`config.mk`:
```
export PLATFORM = sky130hd
export DESIGN_NAME = key_led_fade_table
export DESIGN_NICKNAME = d
export VERILOG_FILES = /design/src/hdl/kfade_pkg.sv /design/src/hdl/key_led_fade_table.sv /design/src/hdl/kfade_front.sv /design/src/hdl/kfade_back.sv
export SDC_FILE = /design/constraint.sdc
export NUM_CORES = 2
export LEC_CHECK = 0
export BUFFER_PORTS_ARGS = -buffer_cell sky130_fd_sc_hd__buf_4
export CORE_ASPECT_RATIO = 1.5
export CORE_MARGIN = 2
export CORE_UTILIZATION = 63
export CTS_CLUSTER_DIAMETER = 200
export DETAILED_ROUTE_END_ITERATION = 16
export PLACE_DENSITY = 0.78
export SYNTH_ARGS = -nofsm -noshare
export SYNTH_HDL_FRONTEND = slang
export SYNTH_SLANG_ARGS = --single-unit
export TNS_END_PERCENT = 5
```
`constraint.sdc`:
```
create_clock -name i_clk -period 9.9 [get_ports i_clk]
set_input_delay 0.99 -clock i_clk [delete_from_list [all_inputs] [get_ports i_clk]]
set_output_delay 0.99 -clock i_clk [all_outputs]
set_load 0.01 [all_outputs]
```
`src/hdl/kfade_pkg.sv`:
```
// ============================================================================
// kfade_pkg: shared types and constants of the key LED fade table
// Table size, index and count widths, item and result records, action codes.
// ============================================================================
package kfade_pkg;

    localparam int ENTRIES = 32;
    localparam int IDX_W   = (ENTRIES > 1) ? $clog2(ENTRIES) : 1;
    localparam int CNT_W   = $clog2(ENTRIES + 1);

    localparam int QDEPTH  = 2;
    localparam int QPTR_W  = 1;
    localparam int QCNT_W  = 2;

    localparam int IN_TDATA_W  = 40;
    localparam int OUT_TDATA_W = 24;

    localparam logic ACT_SET  = 1'b0;
    localparam logic ACT_TICK = 1'b1;

    localparam logic KIND_ANSWER = 1'b0;
    localparam logic KIND_UPDATE = 1'b1;

    localparam logic [7:0]  LEVEL_OFF   = 8'h00;
    localparam logic [15:0] ELAPSED_MAX = 16'hFFFF;

    typedef struct packed {
        logic        action;
        logic [7:0]  key;
        logic [7:0]  intensity;
        logic [7:0]  decrement;
        logic [15:0] step_ticks;
    } t_item;

    typedef struct packed {
        logic       kind;
        logic       accepted;
        logic [7:0] led_key;
        logic [7:0] led_intensity;
        logic       last;
    } t_result;

    typedef struct packed {
        logic [CNT_W-1:0] used;
        logic             busy;
    } t_stat;

endpackage

```
`src/hdl/key_led_fade_table.sv`:
```
// ============================================================================
// key_led_fade_table: per-key LED fade table with tick-driven updates
// Stream in set and tick words; stream out set answers and LED updates.
// ============================================================================
// Each input word is either a set (tuser 0) or a tick (tuser 1). A set looks
// for its key among the used entries, else reuses the last inactive entry seen,
// else appends a new entry; it returns exactly one answer word (tuser 0,
// accepted bit 1 if stored, 0 if the table is full) with tlast high. A stored
// entry is armed to fire on the next tick. A tick walks the used entries in
// index order and returns one update word (tuser 1, key and level before the
// decrement) per firing entry, tlast on the final one; a tick with nothing to
// fire returns no word. The engine visits one table entry per cycle while the
// output side keeps up; a set stops at the entry whose key matches, and a
// tick walks all used entries of the 32-entry table. A two-word input queue
// lets the input side keep taking words while the engine walks the table,
// and the output register lets a finished word wait for tready.
// ============================================================================
module key_led_fade_table (
    input  logic                                i_clk,
    input  logic                                i_rst_n,
    input  logic                                s_axis_tvalid,
    output logic                                s_axis_tready,
    input  logic [kfade_pkg::IN_TDATA_W-1:0]    s_axis_tdata,   // key[7:0], intensity[15:8],
                                                // decrement[23:16], step_ticks[39:24]
    input  logic                                s_axis_tuser,   // action: 0 set, 1 tick
    output logic                                m_axis_tvalid,
    input  logic                                m_axis_tready,
    output logic [kfade_pkg::OUT_TDATA_W-1:0]   m_axis_tdata,   // accepted[0], led_key[8:1],
                                                // led_intensity[16:9], zero[23:17]
    output logic                                m_axis_tuser,   // kind: 0 answer, 1 update
    output logic                                m_axis_tlast    // final word of this input word
);

    logic                 w_q_valid;
    logic                 w_q_pop;
    kfade_pkg::t_item     w_q_item;
    kfade_pkg::t_result   w_out;
    kfade_pkg::t_stat     w_stat;

    // front: accept and tag words, queue them for the engine
    kfade_front u_front (
        .i_clk     (i_clk),
        .i_rst_n   (i_rst_n),
        .i_valid   (s_axis_tvalid),
        .o_ready   (s_axis_tready),
        .i_data    (s_axis_tdata),
        .i_user    (s_axis_tuser),
        .o_q_valid (w_q_valid),
        .o_q_item  (w_q_item),
        .i_q_pop   (w_q_pop)
    );

    // back: walk the table and produce answer and update words
    kfade_back u_back (
        .i_clk       (i_clk),
        .i_rst_n     (i_rst_n),
        .i_q_valid   (w_q_valid),
        .i_q_item    (w_q_item),
        .o_q_pop     (w_q_pop),
        .o_out_valid (m_axis_tvalid),
        .i_out_ready (m_axis_tready),
        .o_out       (w_out),
        .o_stat      (w_stat)
    );

    // pack the result word, upper pad bits stay zero
    assign m_axis_tdata = {7'b0, w_out.led_intensity, w_out.led_key, w_out.accepted};
    assign m_axis_tuser = w_out.kind;
    assign m_axis_tlast = w_out.last;

    // a set answer is always a single, final word
    a_answer_last: assert property (@(posedge i_clk) disable iff (!i_rst_n)
        (m_axis_tvalid && (m_axis_tuser == kfade_pkg::KIND_ANSWER)) |-> m_axis_tlast)
        else $error("set answer without tlast");

    // LED updates never claim a stored set
    a_update_not_acc: assert property (@(posedge i_clk) disable iff (!i_rst_n)
        (m_axis_tvalid && (m_axis_tuser == kfade_pkg::KIND_UPDATE)) |-> !m_axis_tdata[0])
        else $error("LED update with accepted bit set");

    // the used count only grows and never passes the table size
    a_used_grow: assert property (@(posedge i_clk) disable iff (!i_rst_n)
        (w_stat.used >= $past(w_stat.used)) &&
        (w_stat.used <= kfade_pkg::CNT_W'(kfade_pkg::ENTRIES)))
        else $error("entry count shrank or overflowed");

    // the engine only leaves idle after taking a queued word
    a_start_pop: assert property (@(posedge i_clk) disable iff (!i_rst_n)
        (!w_stat.busy && !w_q_valid) |=> !w_stat.busy)
        else $error("engine started without a queued word");

endmodule

```
`src/hdl/kfade_front.sv`:
```
// ============================================================================
// kfade_front: input side of the fade table
// Unpack the incoming word, tag it set or tick, and hold it in a two-deep queue.
// ============================================================================
module kfade_front (
    input  logic                          i_clk,
    input  logic                          i_rst_n,
    input  logic                          i_valid,
    output logic                          o_ready,
    input  logic [kfade_pkg::IN_TDATA_W-1:0] i_data,
    input  logic                          i_user,
    output logic                          o_q_valid,
    output kfade_pkg::t_item              o_q_item,
    input  logic                          i_q_pop
);

    kfade_pkg::t_item              r_mem [kfade_pkg::QDEPTH];
    logic [kfade_pkg::QPTR_W-1:0]  r_wptr;
    logic [kfade_pkg::QPTR_W-1:0]  r_rptr;
    logic [kfade_pkg::QCNT_W-1:0]  r_cnt;
    kfade_pkg::t_item              w_item;
    logic                          w_push;
    logic                          w_pop;

    always_comb begin
        w_item.action     = (i_user == kfade_pkg::ACT_TICK) ? kfade_pkg::ACT_TICK
                                                            : kfade_pkg::ACT_SET;
        w_item.key        = i_data[7:0];
        w_item.intensity  = i_data[15:8];
        w_item.decrement  = i_data[23:16];
        w_item.step_ticks = i_data[39:24];
    end

    assign o_ready   = (r_cnt != kfade_pkg::QCNT_W'(kfade_pkg::QDEPTH));
    assign o_q_valid = (r_cnt != '0);
    assign o_q_item  = r_mem[r_rptr];
    assign w_push    = i_valid && o_ready;
    assign w_pop     = i_q_pop && o_q_valid;

    always_ff @(posedge i_clk) begin
        if (!i_rst_n) begin
            r_wptr <= '0;
            r_rptr <= '0;
            r_cnt  <= '0;
        end else begin
            if (w_push) begin
                r_wptr <= r_wptr + 1'b1;
            end
            if (w_pop) begin
                r_rptr <= r_rptr + 1'b1;
            end
            if (w_push && !w_pop) begin
                r_cnt <= r_cnt + 1'b1;
            end else if (w_pop && !w_push) begin
                r_cnt <= r_cnt - 1'b1;
            end
        end
    end

    always_ff @(posedge i_clk) begin
        if (w_push) begin
            r_mem[r_wptr] <= w_item;
        end
    end

endmodule

```
`src/hdl/kfade_back.sv`:
```
// ============================================================================
// kfade_back: table engine of the fade table
// Scan one entry per cycle for sets and ticks bar output stalls; send results.
// ============================================================================
module kfade_back (
    input  logic                 i_clk,
    input  logic                 i_rst_n,
    input  logic                 i_q_valid,
    input  kfade_pkg::t_item     i_q_item,
    output logic                 o_q_pop,
    output logic                 o_out_valid,
    input  logic                 i_out_ready,
    output kfade_pkg::t_result   o_out,
    output kfade_pkg::t_stat     o_stat
);

    typedef enum logic [4:0] {
        ST_IDLE      = 5'b00001,
        ST_SET_SCAN  = 5'b00010,
        ST_SET_DONE  = 5'b00100,
        ST_TICK_SCAN = 5'b01000,
        ST_TICK_END  = 5'b10000
    } t_state;

    // entry table
    logic [7:0]  r_key    [kfade_pkg::ENTRIES];
    logic [7:0]  r_level  [kfade_pkg::ENTRIES];
    logic [7:0]  r_dec    [kfade_pkg::ENTRIES];
    logic [15:0] r_period [kfade_pkg::ENTRIES];
    logic [15:0] r_elap   [kfade_pkg::ENTRIES];
    logic [kfade_pkg::ENTRIES-1:0] r_active;

    t_state                       r_state, n_state;
    logic [kfade_pkg::CNT_W-1:0]  r_idx, n_idx;
    logic [kfade_pkg::CNT_W-1:0]  r_used, n_used;
    logic [kfade_pkg::IDX_W-1:0]  r_pick, n_pick;
    logic                         r_pick_ok, n_pick_ok;
    kfade_pkg::t_item             r_item, n_item;
    logic                         r_hold_valid, n_hold_valid;
    logic [7:0]                   r_hold_key, n_hold_key;
    logic [7:0]                   r_hold_lvl, n_hold_lvl;
    logic                         r_out_valid, n_out_valid;
    kfade_pkg::t_result           r_out, n_out;

    logic [kfade_pkg::IDX_W-1:0]  w_idx;
    logic [7:0]                   e_key, e_level, e_dec;
    logic [15:0]                  e_period, e_elap, e_elap_inc;
    logic                         e_act, e_fires, w_scan_end, w_can_push;
    logic [7:0]                   e_level_next;

    logic                         wr_cfg, wr_dyn, act_set, act_clr;
    logic [kfade_pkg::IDX_W-1:0]  wr_idx;
    logic [7:0]                   wr_lvl;
    logic [15:0]                  wr_el;

    assign w_idx        = r_idx[kfade_pkg::IDX_W-1:0];
    assign e_key        = r_key[w_idx];
    assign e_level      = r_level[w_idx];
    assign e_dec        = r_dec[w_idx];
    assign e_period     = r_period[w_idx];
    assign e_elap       = r_elap[w_idx];
    assign e_act        = r_active[w_idx];
    assign e_elap_inc   = (e_elap == kfade_pkg::ELAPSED_MAX) ? e_elap : e_elap + 16'd1;
    assign e_fires      = (e_elap_inc >= e_period);
    assign e_level_next = (e_level <= e_dec) ? kfade_pkg::LEVEL_OFF : e_level - e_dec;
    assign w_scan_end   = (r_idx == r_used);
    assign w_can_push   = !r_out_valid || i_out_ready;

    always_comb begin
        n_state      = r_state;
        n_idx        = r_idx;
        n_used       = r_used;
        n_pick       = r_pick;
        n_pick_ok    = r_pick_ok;
        n_item       = r_item;
        n_hold_valid = r_hold_valid;
        n_hold_key   = r_hold_key;
        n_hold_lvl   = r_hold_lvl;
        n_out_valid  = r_out_valid && !i_out_ready;
        n_out        = r_out;
        o_q_pop      = 1'b0;
        wr_cfg       = 1'b0;
        wr_dyn       = 1'b0;
        act_set      = 1'b0;
        act_clr      = 1'b0;
        wr_idx       = w_idx;
        wr_lvl       = e_level;
        wr_el        = e_elap_inc;

        case (r_state)
            ST_IDLE: begin
                if (i_q_valid) begin
                    o_q_pop   = 1'b1;
                    n_item    = i_q_item;
                    n_idx     = '0;
                    n_pick_ok = 1'b0;
                    n_state   = (i_q_item.action == kfade_pkg::ACT_TICK) ? ST_TICK_SCAN
                                                                         : ST_SET_SCAN;
                end
            end
            ST_SET_SCAN: begin
                if (w_scan_end) begin
                    n_state = ST_SET_DONE;
                end else if (e_key == r_item.key) begin
                    // key match wins over any inactive entry seen so far
                    n_pick    = w_idx;
                    n_pick_ok = 1'b1;
                    n_state   = ST_SET_DONE;
                end else begin
                    if (!e_act) begin
                        n_pick    = w_idx;
                        n_pick_ok = 1'b1;
                    end
                    n_idx = r_idx + 1'b1;
                end
            end
            ST_SET_DONE: begin
                if (w_can_push) begin
                    n_out_valid         = 1'b1;
                    n_out.kind          = kfade_pkg::KIND_ANSWER;
                    n_out.accepted      = 1'b0;
                    n_out.led_key       = '0;
                    n_out.led_intensity = kfade_pkg::LEVEL_OFF;
                    n_out.last          = 1'b1;
                    wr_lvl              = r_item.intensity;
                    wr_el               = r_item.step_ticks;
                    if (r_pick_ok) begin
                        wr_idx         = r_pick;
                        wr_cfg         = 1'b1;
                        wr_dyn         = 1'b1;
                        act_set        = 1'b1;
                        n_out.accepted = 1'b1;
                    end else if (r_used < kfade_pkg::CNT_W'(kfade_pkg::ENTRIES)) begin
                        // append a fresh entry
                        wr_idx         = r_used[kfade_pkg::IDX_W-1:0];
                        wr_cfg         = 1'b1;
                        wr_dyn         = 1'b1;
                        act_set        = 1'b1;
                        n_used         = r_used + 1'b1;
                        n_out.accepted = 1'b1;
                    end
                    n_state = ST_IDLE;
                end
            end
            ST_TICK_SCAN: begin
                if (w_scan_end) begin
                    n_state = ST_TICK_END;
                end else if (!e_act) begin
                    n_idx = r_idx + 1'b1;
                end else if (!e_fires) begin
                    wr_dyn = 1'b1;
                    n_idx  = r_idx + 1'b1;
                end else if (!r_hold_valid || w_can_push) begin
                    // release the held update, it is not the final one
                    if (r_hold_valid) begin
                        n_out_valid         = 1'b1;
                        n_out.kind          = kfade_pkg::KIND_UPDATE;
                        n_out.accepted      = 1'b0;
                        n_out.led_key       = r_hold_key;
                        n_out.led_intensity = r_hold_lvl;
                        n_out.last          = 1'b0;
                    end
                    n_hold_valid = 1'b1;
                    n_hold_key   = e_key;
                    n_hold_lvl   = e_level;
                    wr_dyn       = 1'b1;
                    if (e_level == kfade_pkg::LEVEL_OFF) begin
                        act_clr = 1'b1;
                    end else begin
                        wr_lvl = e_level_next;
                        wr_el  = '0;
                    end
                    n_idx = r_idx + 1'b1;
                end
            end
            ST_TICK_END: begin
                if (!r_hold_valid) begin
                    n_state = ST_IDLE;
                end else if (w_can_push) begin
                    n_out_valid         = 1'b1;
                    n_out.kind          = kfade_pkg::KIND_UPDATE;
                    n_out.accepted      = 1'b0;
                    n_out.led_key       = r_hold_key;
                    n_out.led_intensity = r_hold_lvl;
                    n_out.last          = 1'b1;
                    n_hold_valid        = 1'b0;
                    n_state             = ST_IDLE;
                end
            end
            default: begin
                n_state = ST_IDLE;
            end
        endcase
    end

    always_ff @(posedge i_clk) begin
        if (!i_rst_n) begin
            r_state      <= ST_IDLE;
            r_used       <= '0;
            r_hold_valid <= 1'b0;
            r_out_valid  <= 1'b0;
            r_active     <= '0;
        end else begin
            r_state      <= n_state;
            r_used       <= n_used;
            r_hold_valid <= n_hold_valid;
            r_out_valid  <= n_out_valid;
            if (act_set) begin
                r_active[wr_idx] <= 1'b1;
            end else if (act_clr) begin
                r_active[wr_idx] <= 1'b0;
            end
        end
    end

    always_ff @(posedge i_clk) begin
        r_idx      <= n_idx;
        r_pick     <= n_pick;
        r_pick_ok  <= n_pick_ok;
        r_item     <= n_item;
        r_hold_key <= n_hold_key;
        r_hold_lvl <= n_hold_lvl;
        r_out      <= n_out;
        if (wr_cfg) begin
            r_key[wr_idx]    <= r_item.key;
            r_dec[wr_idx]    <= r_item.decrement;
            r_period[wr_idx] <= r_item.step_ticks;
        end
        if (wr_dyn) begin
            r_level[wr_idx] <= wr_lvl;
            r_elap[wr_idx]  <= wr_el;
        end
    end

    assign o_out_valid = r_out_valid;
    assign o_out       = r_out;
    assign o_stat.used = r_used;
    assign o_stat.busy = (r_state != ST_IDLE);

endmodule

```
# Word-level counts from Yosys, hierarchy flattened
# Memory sizes are Yosys's and may differ from the RTL's. A register that Yosys moved wholly into a read port is not among the register bits.
# Index checks and enable logic that the tools add are counted.
# totals
register_bits,136
latchBits,0
ramBits,1874
mem_bits_ro,0
output_inout_bits,28
wordCells,208
mem_count,6
# memory_table
name,words,width,rd,rd_ports_with_merged_regs,wr,line_no,rtl
u_back.r_elap,32,16,1,1,1,kfade_back.sv:30,logic [15:0] r_elap [kfade_pkg::ENTRIES];
u_back.r_period,32,16,1,1,1,kfade_back.sv:29,logic [15:0] r_period [kfade_pkg::ENTRIES];
u_back.r_dec,32,8,1,1,1,kfade_back.sv:28,logic [7:0] r_dec [kfade_pkg::ENTRIES];
u_back.r_key,32,8,1,1,1,kfade_back.sv:26,logic [7:0] r_key [kfade_pkg::ENTRIES];
u_back.r_level,32,8,1,1,1,kfade_back.sv:27,logic [7:0] r_level [kfade_pkg::ENTRIES];
u_front.r_mem,2,41,1,1,1,kfade_front.sv:17,kfade_pkg::t_item r_mem [kfade_pkg::QDEPTH];
# op_classes
add_sub_neg,8
mul,0
div,0
n_lt_le_gt_ge,6
eq_ne,25
shifts,0
n_mux,106
bitwise,5
n_reduce_logical,30
# op_table
cell,count
19-bit two-way mux,8
16-bit two-way mux,7
5-bit two-way mux,17
32-bit two-way mux,2
19-bit case mux with 3 select lines,1
8-bit two-way mux,7
1-bit two-way mux,44
6-bit two-way mux,7
32-bit AND,1
32-bit NOT,1
32-bit OR,1
16-bit case mux with 2 select lines,1
5-bit case mux with 5 select lines,1
6-bit case mux with 3 select lines,1
16-bit by 1-bit adder with 16-bit output (second input constant),1
16-bit == test (second input constant),1
16-bit greater-or-equal comparator,1
2-bit by 1-bit inequality test with 1-bit output (second input constant),8
8-bit case mux with 2 select lines,1
6-bit by 1-bit adder with 6-bit output (second input constant),2
5-bit by 6-bit less-than comparator with 1-bit output (second input constant),2
2-bit inequality test (second input constant),6
5-bit AND reduction,2
2-bit nonzero test,5
other kinds (34),52

# Longest topological paths before layout
# depth
ltp_word,13
mapped_depth,25
depth_no_buf,19

# Modules after synthesis
# A second synthesis with hierarchy kept.
# hier_totals
cells_unflattened,3903
hier_area_um2,78930.7
# by_module_without_submodules
module,n_inst,cells_per_inst,area_per_inst_um2
kfade_back,1,3743,75682.6
kfade_front,1,152,3191.8
key_led_fade_table,1,8,56.3

# Worst setup path after synthesis
# OpenSTA, ideal clock, no wires.
# synth_timing
kind,reg-to-reg
start,reg (tool-made name)
end,"mem u_back.r_level[0][0], data pin"
t_arrival_ns,7.165
required_time_ns,9.433
setup_slack_ns,2.267
path_stages_with_launch,21
n_path_buf,8
cell_sequence,dfxtp_1 > buf_6 > buf_6 > buf_4 > buf_4 > buf_4 > buf_4 > buf_1 > buf_2 > mux4_2 > mux4_2 > mux2i_1 > ha_1 > a21o_1 > a2111oi_0 > o21a_1 > o31ai_1 > nand2_1 > nor3_1 > inv_1 > o31ai_1
# synth_lines
element,line_no
end: declaration,kfade_back.sv:27

==> results.py <==
metrics = {
    "timing": {
        "max_slew.worst_pin.slew_ns": 1.33,
        "rsz0062_at_grt": "no",
        "hold_viol": 0,
        "post-route-period-util": 0.869,
        "clock-skew-final_ns": 0.0411,
        "whs_ns": 0.363,
        "slew_viol_final": 0,
        "fin_crit_ns": 8.61,
        "setup-violations-final": 0,
        "tns_ns": 0,
        "slew_headroom": 0.114,
        "clock.fmax_mhz": 116,
    },
    "floorplan": {
        "dieArea_um2": 127000,
        "core_area_um2": 124000,
        "rows": 158,
        "die_y_um": 436,
        "die_w_um": 292,
        "initial_core_util": 0.635,
        "ioPinCount": 73,
    },
    "logic_synthesis": {
        "yosysWarnings": 0,
        "synth-compound-area-share": 0.0282,
        "syn_inst": 3754,
        "synth_top_cell_by_area": "edfxtp_1",
        "ys_seq_elements": 2016,
        "syn_area_um2": 78400,
        "syn_area_per_cell_um2": 20.9,
        "ys.flop_type": "edfxtp_1",
        "synth_fa_ha_area_frac": 0.00472,
        "synth_top_family_by_area": "multiplexers",
        "synth_async_sr_flop_share": 0,
        "synth_xor_area_frac": 0.00413,
        "yosys-top-cells-area": "edfxtp_1 (75%), mux4_2 (12%), mux2i_1 (2.8%)",
        "synthSimpleGateAreaFrac": 0.0253,
        "synth_top_area_frac": 0.751,
        "synth_mux_area_frac": 0.159,
        "synth_edf_count": 1961,
        "ys_types": 63,
        "seq_area_frac_synth": 0.765,
    },
    "global_route": {
        "grtUsageTotal": 0.319,
        "grt_max_degree": 103,
        "antenna_found_initial": 4,
        "grt_remaining_overflow": 0,
        "grt_pass1_vias": 40244,
        "grt_pass1_wl_um": 285000,
    },
    "pwr": {
        "p_per_area_nw_per_um2": 297,
        "power.leakage_uw": 0.0269,
        "vdd_drop_max_v": 0.000293,
    },
    "clocking": {
        "cts_root_buffer": "clkbuf_16",
        "clock_latency_ns": 0.82,
        "hold_buffers": 0,
        "cts.clk_slew.worst_paths_ns": 0.07,
        "clock_sinks": 2016,
        "cts_setup_buffers": 0,
        "cts_tree": "yes",
        "h-tree-depth": 4,
        "cts_buffer_depth": 3,
        "cts_buffers": 166,
        "cts_resized": 0,
    },
    "detailed_routing": {
        "drt_first_iter_violations": 5672,
        "dr.pass1.iters": 8,
        "post-route-drc-count": 0,
        "antenna_left": 0,
        "vias_per_cell": 7.03,
        "wl_um": 200000,
        "vias": 39684,
        "wire_per_inst_um": 35.4,
    },
    "setup_path": {
        "crit_slowest_cell": "o21ai_2",
        "crit_fanout": 32,
        "cp.required_ns": 10.33,
        "crit_arrival_ns": 9.03,
        "slowest_delay_ns": 0.98,
        "crit_buf_inv": 4,
        "worst_setup_path_start_kind": "flip-flop",
        "worstRegToRegCells": 21,
        "reg2reg_setup_slack_ns": 1.29,
        "end_kind": "flip-flop",
        "r2r_end": "u_back.r_level[14][6]",
        "critical_path.cell_chain": "buf_4 -> mux4_2 -> mux4_2 -> mux2i_1 -> nor2_1 -> and2_0 -> nor4b_1 -> buf_4 -> a21oi_1 -> xor2_1 -> ha_1 -> o21ai_0 -> nand2b_1 -> a31oi_1 -> o31ai_1 -> buf_4 -> nand2_1 -> nor3b_1 -> inv_1 -> or3_1 -> o21ai_2",
        "critPathTopFamily": "compound AO/OA/AOI/OAI gates",
        "path_class": "reg -> reg",
        "cp_common_cell": "buf_4",
    },
    "place": {
        "port_buffers": 65,
        "place_area_um2": 81400,
        "dp.cells": 5336,
        "gp_congestion": 0.898,
        "hpwl_um": 105000,
    },
    "worst_hold_path": {
        "whs_endpoint": "u_front.r_mem[1][8]",
        "min_path_type": "in -> reg",
        "min_from": "s_axis_tdata[32]",
        "whs_path_depth": 1,
    },
    "cells_and_area": {
        "final_cell_mix": "edfxtp_1 (1961), mux4_2 (430), mux2i_1 (218)",
        "drive_above_1_share": 0.248,
        "regArea_um2": 60000,
        "multiInputGateArea_um2": 17900,
        "layout.nets": 3978,
        "syn2layout_area_growth_pct": 10.9,
        "final_common_cell": "edfxtp_1",
        "stdcell_count": 5645,
        "fill_cells": 6983,
        "fin_area_um2": 87000,
    },
    "outcome": {
        "status": "finished clean",
    },
    "run": {
        "drv_cap": 0,
    },
}
==> per-layer routing <==
| metal | up-vias | track usage | share of wire |
|---|---|---|---|
| li1 | 15894 | - | - |
| met1 | 20432 | 0.396 | 0.33 |
| met2 | 2736 | 0.538 | 0.51 |
| met3 | 622 | 0.0547 | 0.094 |
| met4 | 0 | 0.181 | 0.064 |
| met5 | - | 0 | 0 |
==> worst reg2reg max path: cells and delay by family (launching register included) <==
| kind | cells | cell delay (ns) |
|---|---|---|
| AO/OA/AOI/OAI | 5 | 2.17 |
| XOR/XNOR | 1 | 0.32 |
| adder cells (fa/ha/maj) | 1 | 0.28 |
| buffers and inverters | 4 | 1.17 |
| flip-flops | 1 | 0.75 |
| multiplexers | 3 | 1.63 |
| AND/OR/NAND/NOR | 7 | 1.90 |
==> cell usage after synthesis, types with 11 or more instances <==
cell      count
ha_1         28
nand2b_1     11
a22oi_1      91
a21oi_1      69
nor4_1       12
and2_1       24
xor2_1       23
buf_1        14
nand3_1      86
nor2_1      113
inv_1        21
nand4_1      17
mux4_2      430
xnor2_1      14
buf_4        36
clkbuf_1    100
a22o_1       25
nand2_1      94
mux2i_1     218
o22ai_1      34
mux2_2       53
o21ai_0      49
edfxtp_1   1961
buf_2        40
dfxtp_1      55
==> stage by stage <==
| step | worst slack (ns) | utilization | total power, µW |
|---|---|---|---|
| 2_1_floorplan | 2.27 | - | 16500 |
| 3_3_place_gp | 1.72 | 0.659 | 18900 |
| 3_5_place_dp | 1.59 | 0.659 | 19000 |
| 4_1_cts | 1.50 | 0.704 | 25700 |
| 5_1_grt | 1.05 | 0.704 | 26600 |
| 6_report | 1.29 | 0.704 | 25800 |
==> final cells by class <==
cell class	instances	area share
clock buffers	199	0.0507
flip-flops and latches	2016	0.690
diodes	1	0.0000288
clock inverters	109	0.0133
repair buffers	175	0.0157
multi-input cells	1520	0.206
inverters	25	0.00108
well taps	1600	0.0230
==> registers in the layout, summed over array words and instances, names as in the netlist, named ones only <==
| signal | flops |
|---|---|
| u_front.r_cnt | 2 |
| u_back.r_hold_lvl | 8 |
| u_front.r_wptr | 1 |
| u_back.r_hold_valid | 1 |
| u_back.r_key | 256 |
| u_back.r_pick | 5 |
| u_back.r_dec | 256 |
| u_back.r_elap | 512 |
| u_front.r_mem | 82 |
| u_front.r_rptr | 1 |
| u_back.r_idx | 6 |
| u_back.r_state | 5 |
| u_back.r_item | 40 |
| u_back.o_out_valid | 1 |
| u_back.r_period | 512 |
| u_back.r_pick_ok | 1 |
| u_back.r_level | 256 |
| u_back.r_used | 6 |
| u_back.r_hold_key | 8 |
| u_back.o_out | 19 |
==> logic make-up after synthesis <==
kind of cell / Yosys count
other: 1
adder cells (fa/ha/maj): 29
multiplexers: 701
AND/OR/NAND/NOR: 414
flip-flops: 2016
buffers and inverters: 224
XOR/XNOR: 37
AO/OA/AOI/OAI: 332
==> worst max path at each step <==
stage                   start               endpoint  slack, ns  cells past startpoint
floorplan           flip-flop   u_back.r_level[0][0]       2.27                     20
global placement    flip-flop   u_back.r_level[2][6]       1.72                     21
detailed placement  flip-flop  u_back.r_level[14][6]       1.59                     21
CTS                 flip-flop  u_back.r_level[14][6]       1.50                     21
global route        flip-flop  u_back.r_level[14][6]       1.05                     21
finish              flip-flop  u_back.r_level[14][6]       1.29                     21
==> report_power, final <==
part / switching, µW / leakage (µW) / internal (µW)
Clock: 2990 / 0.00273 / 3790
Sequential: 649 / 0.0181 / 11500
Combinational: 4440 / 0.00610 / 2470
Total: 8080 / 0.0269 / 17700
Note: power is estimated with default switching activity, not from simulation.
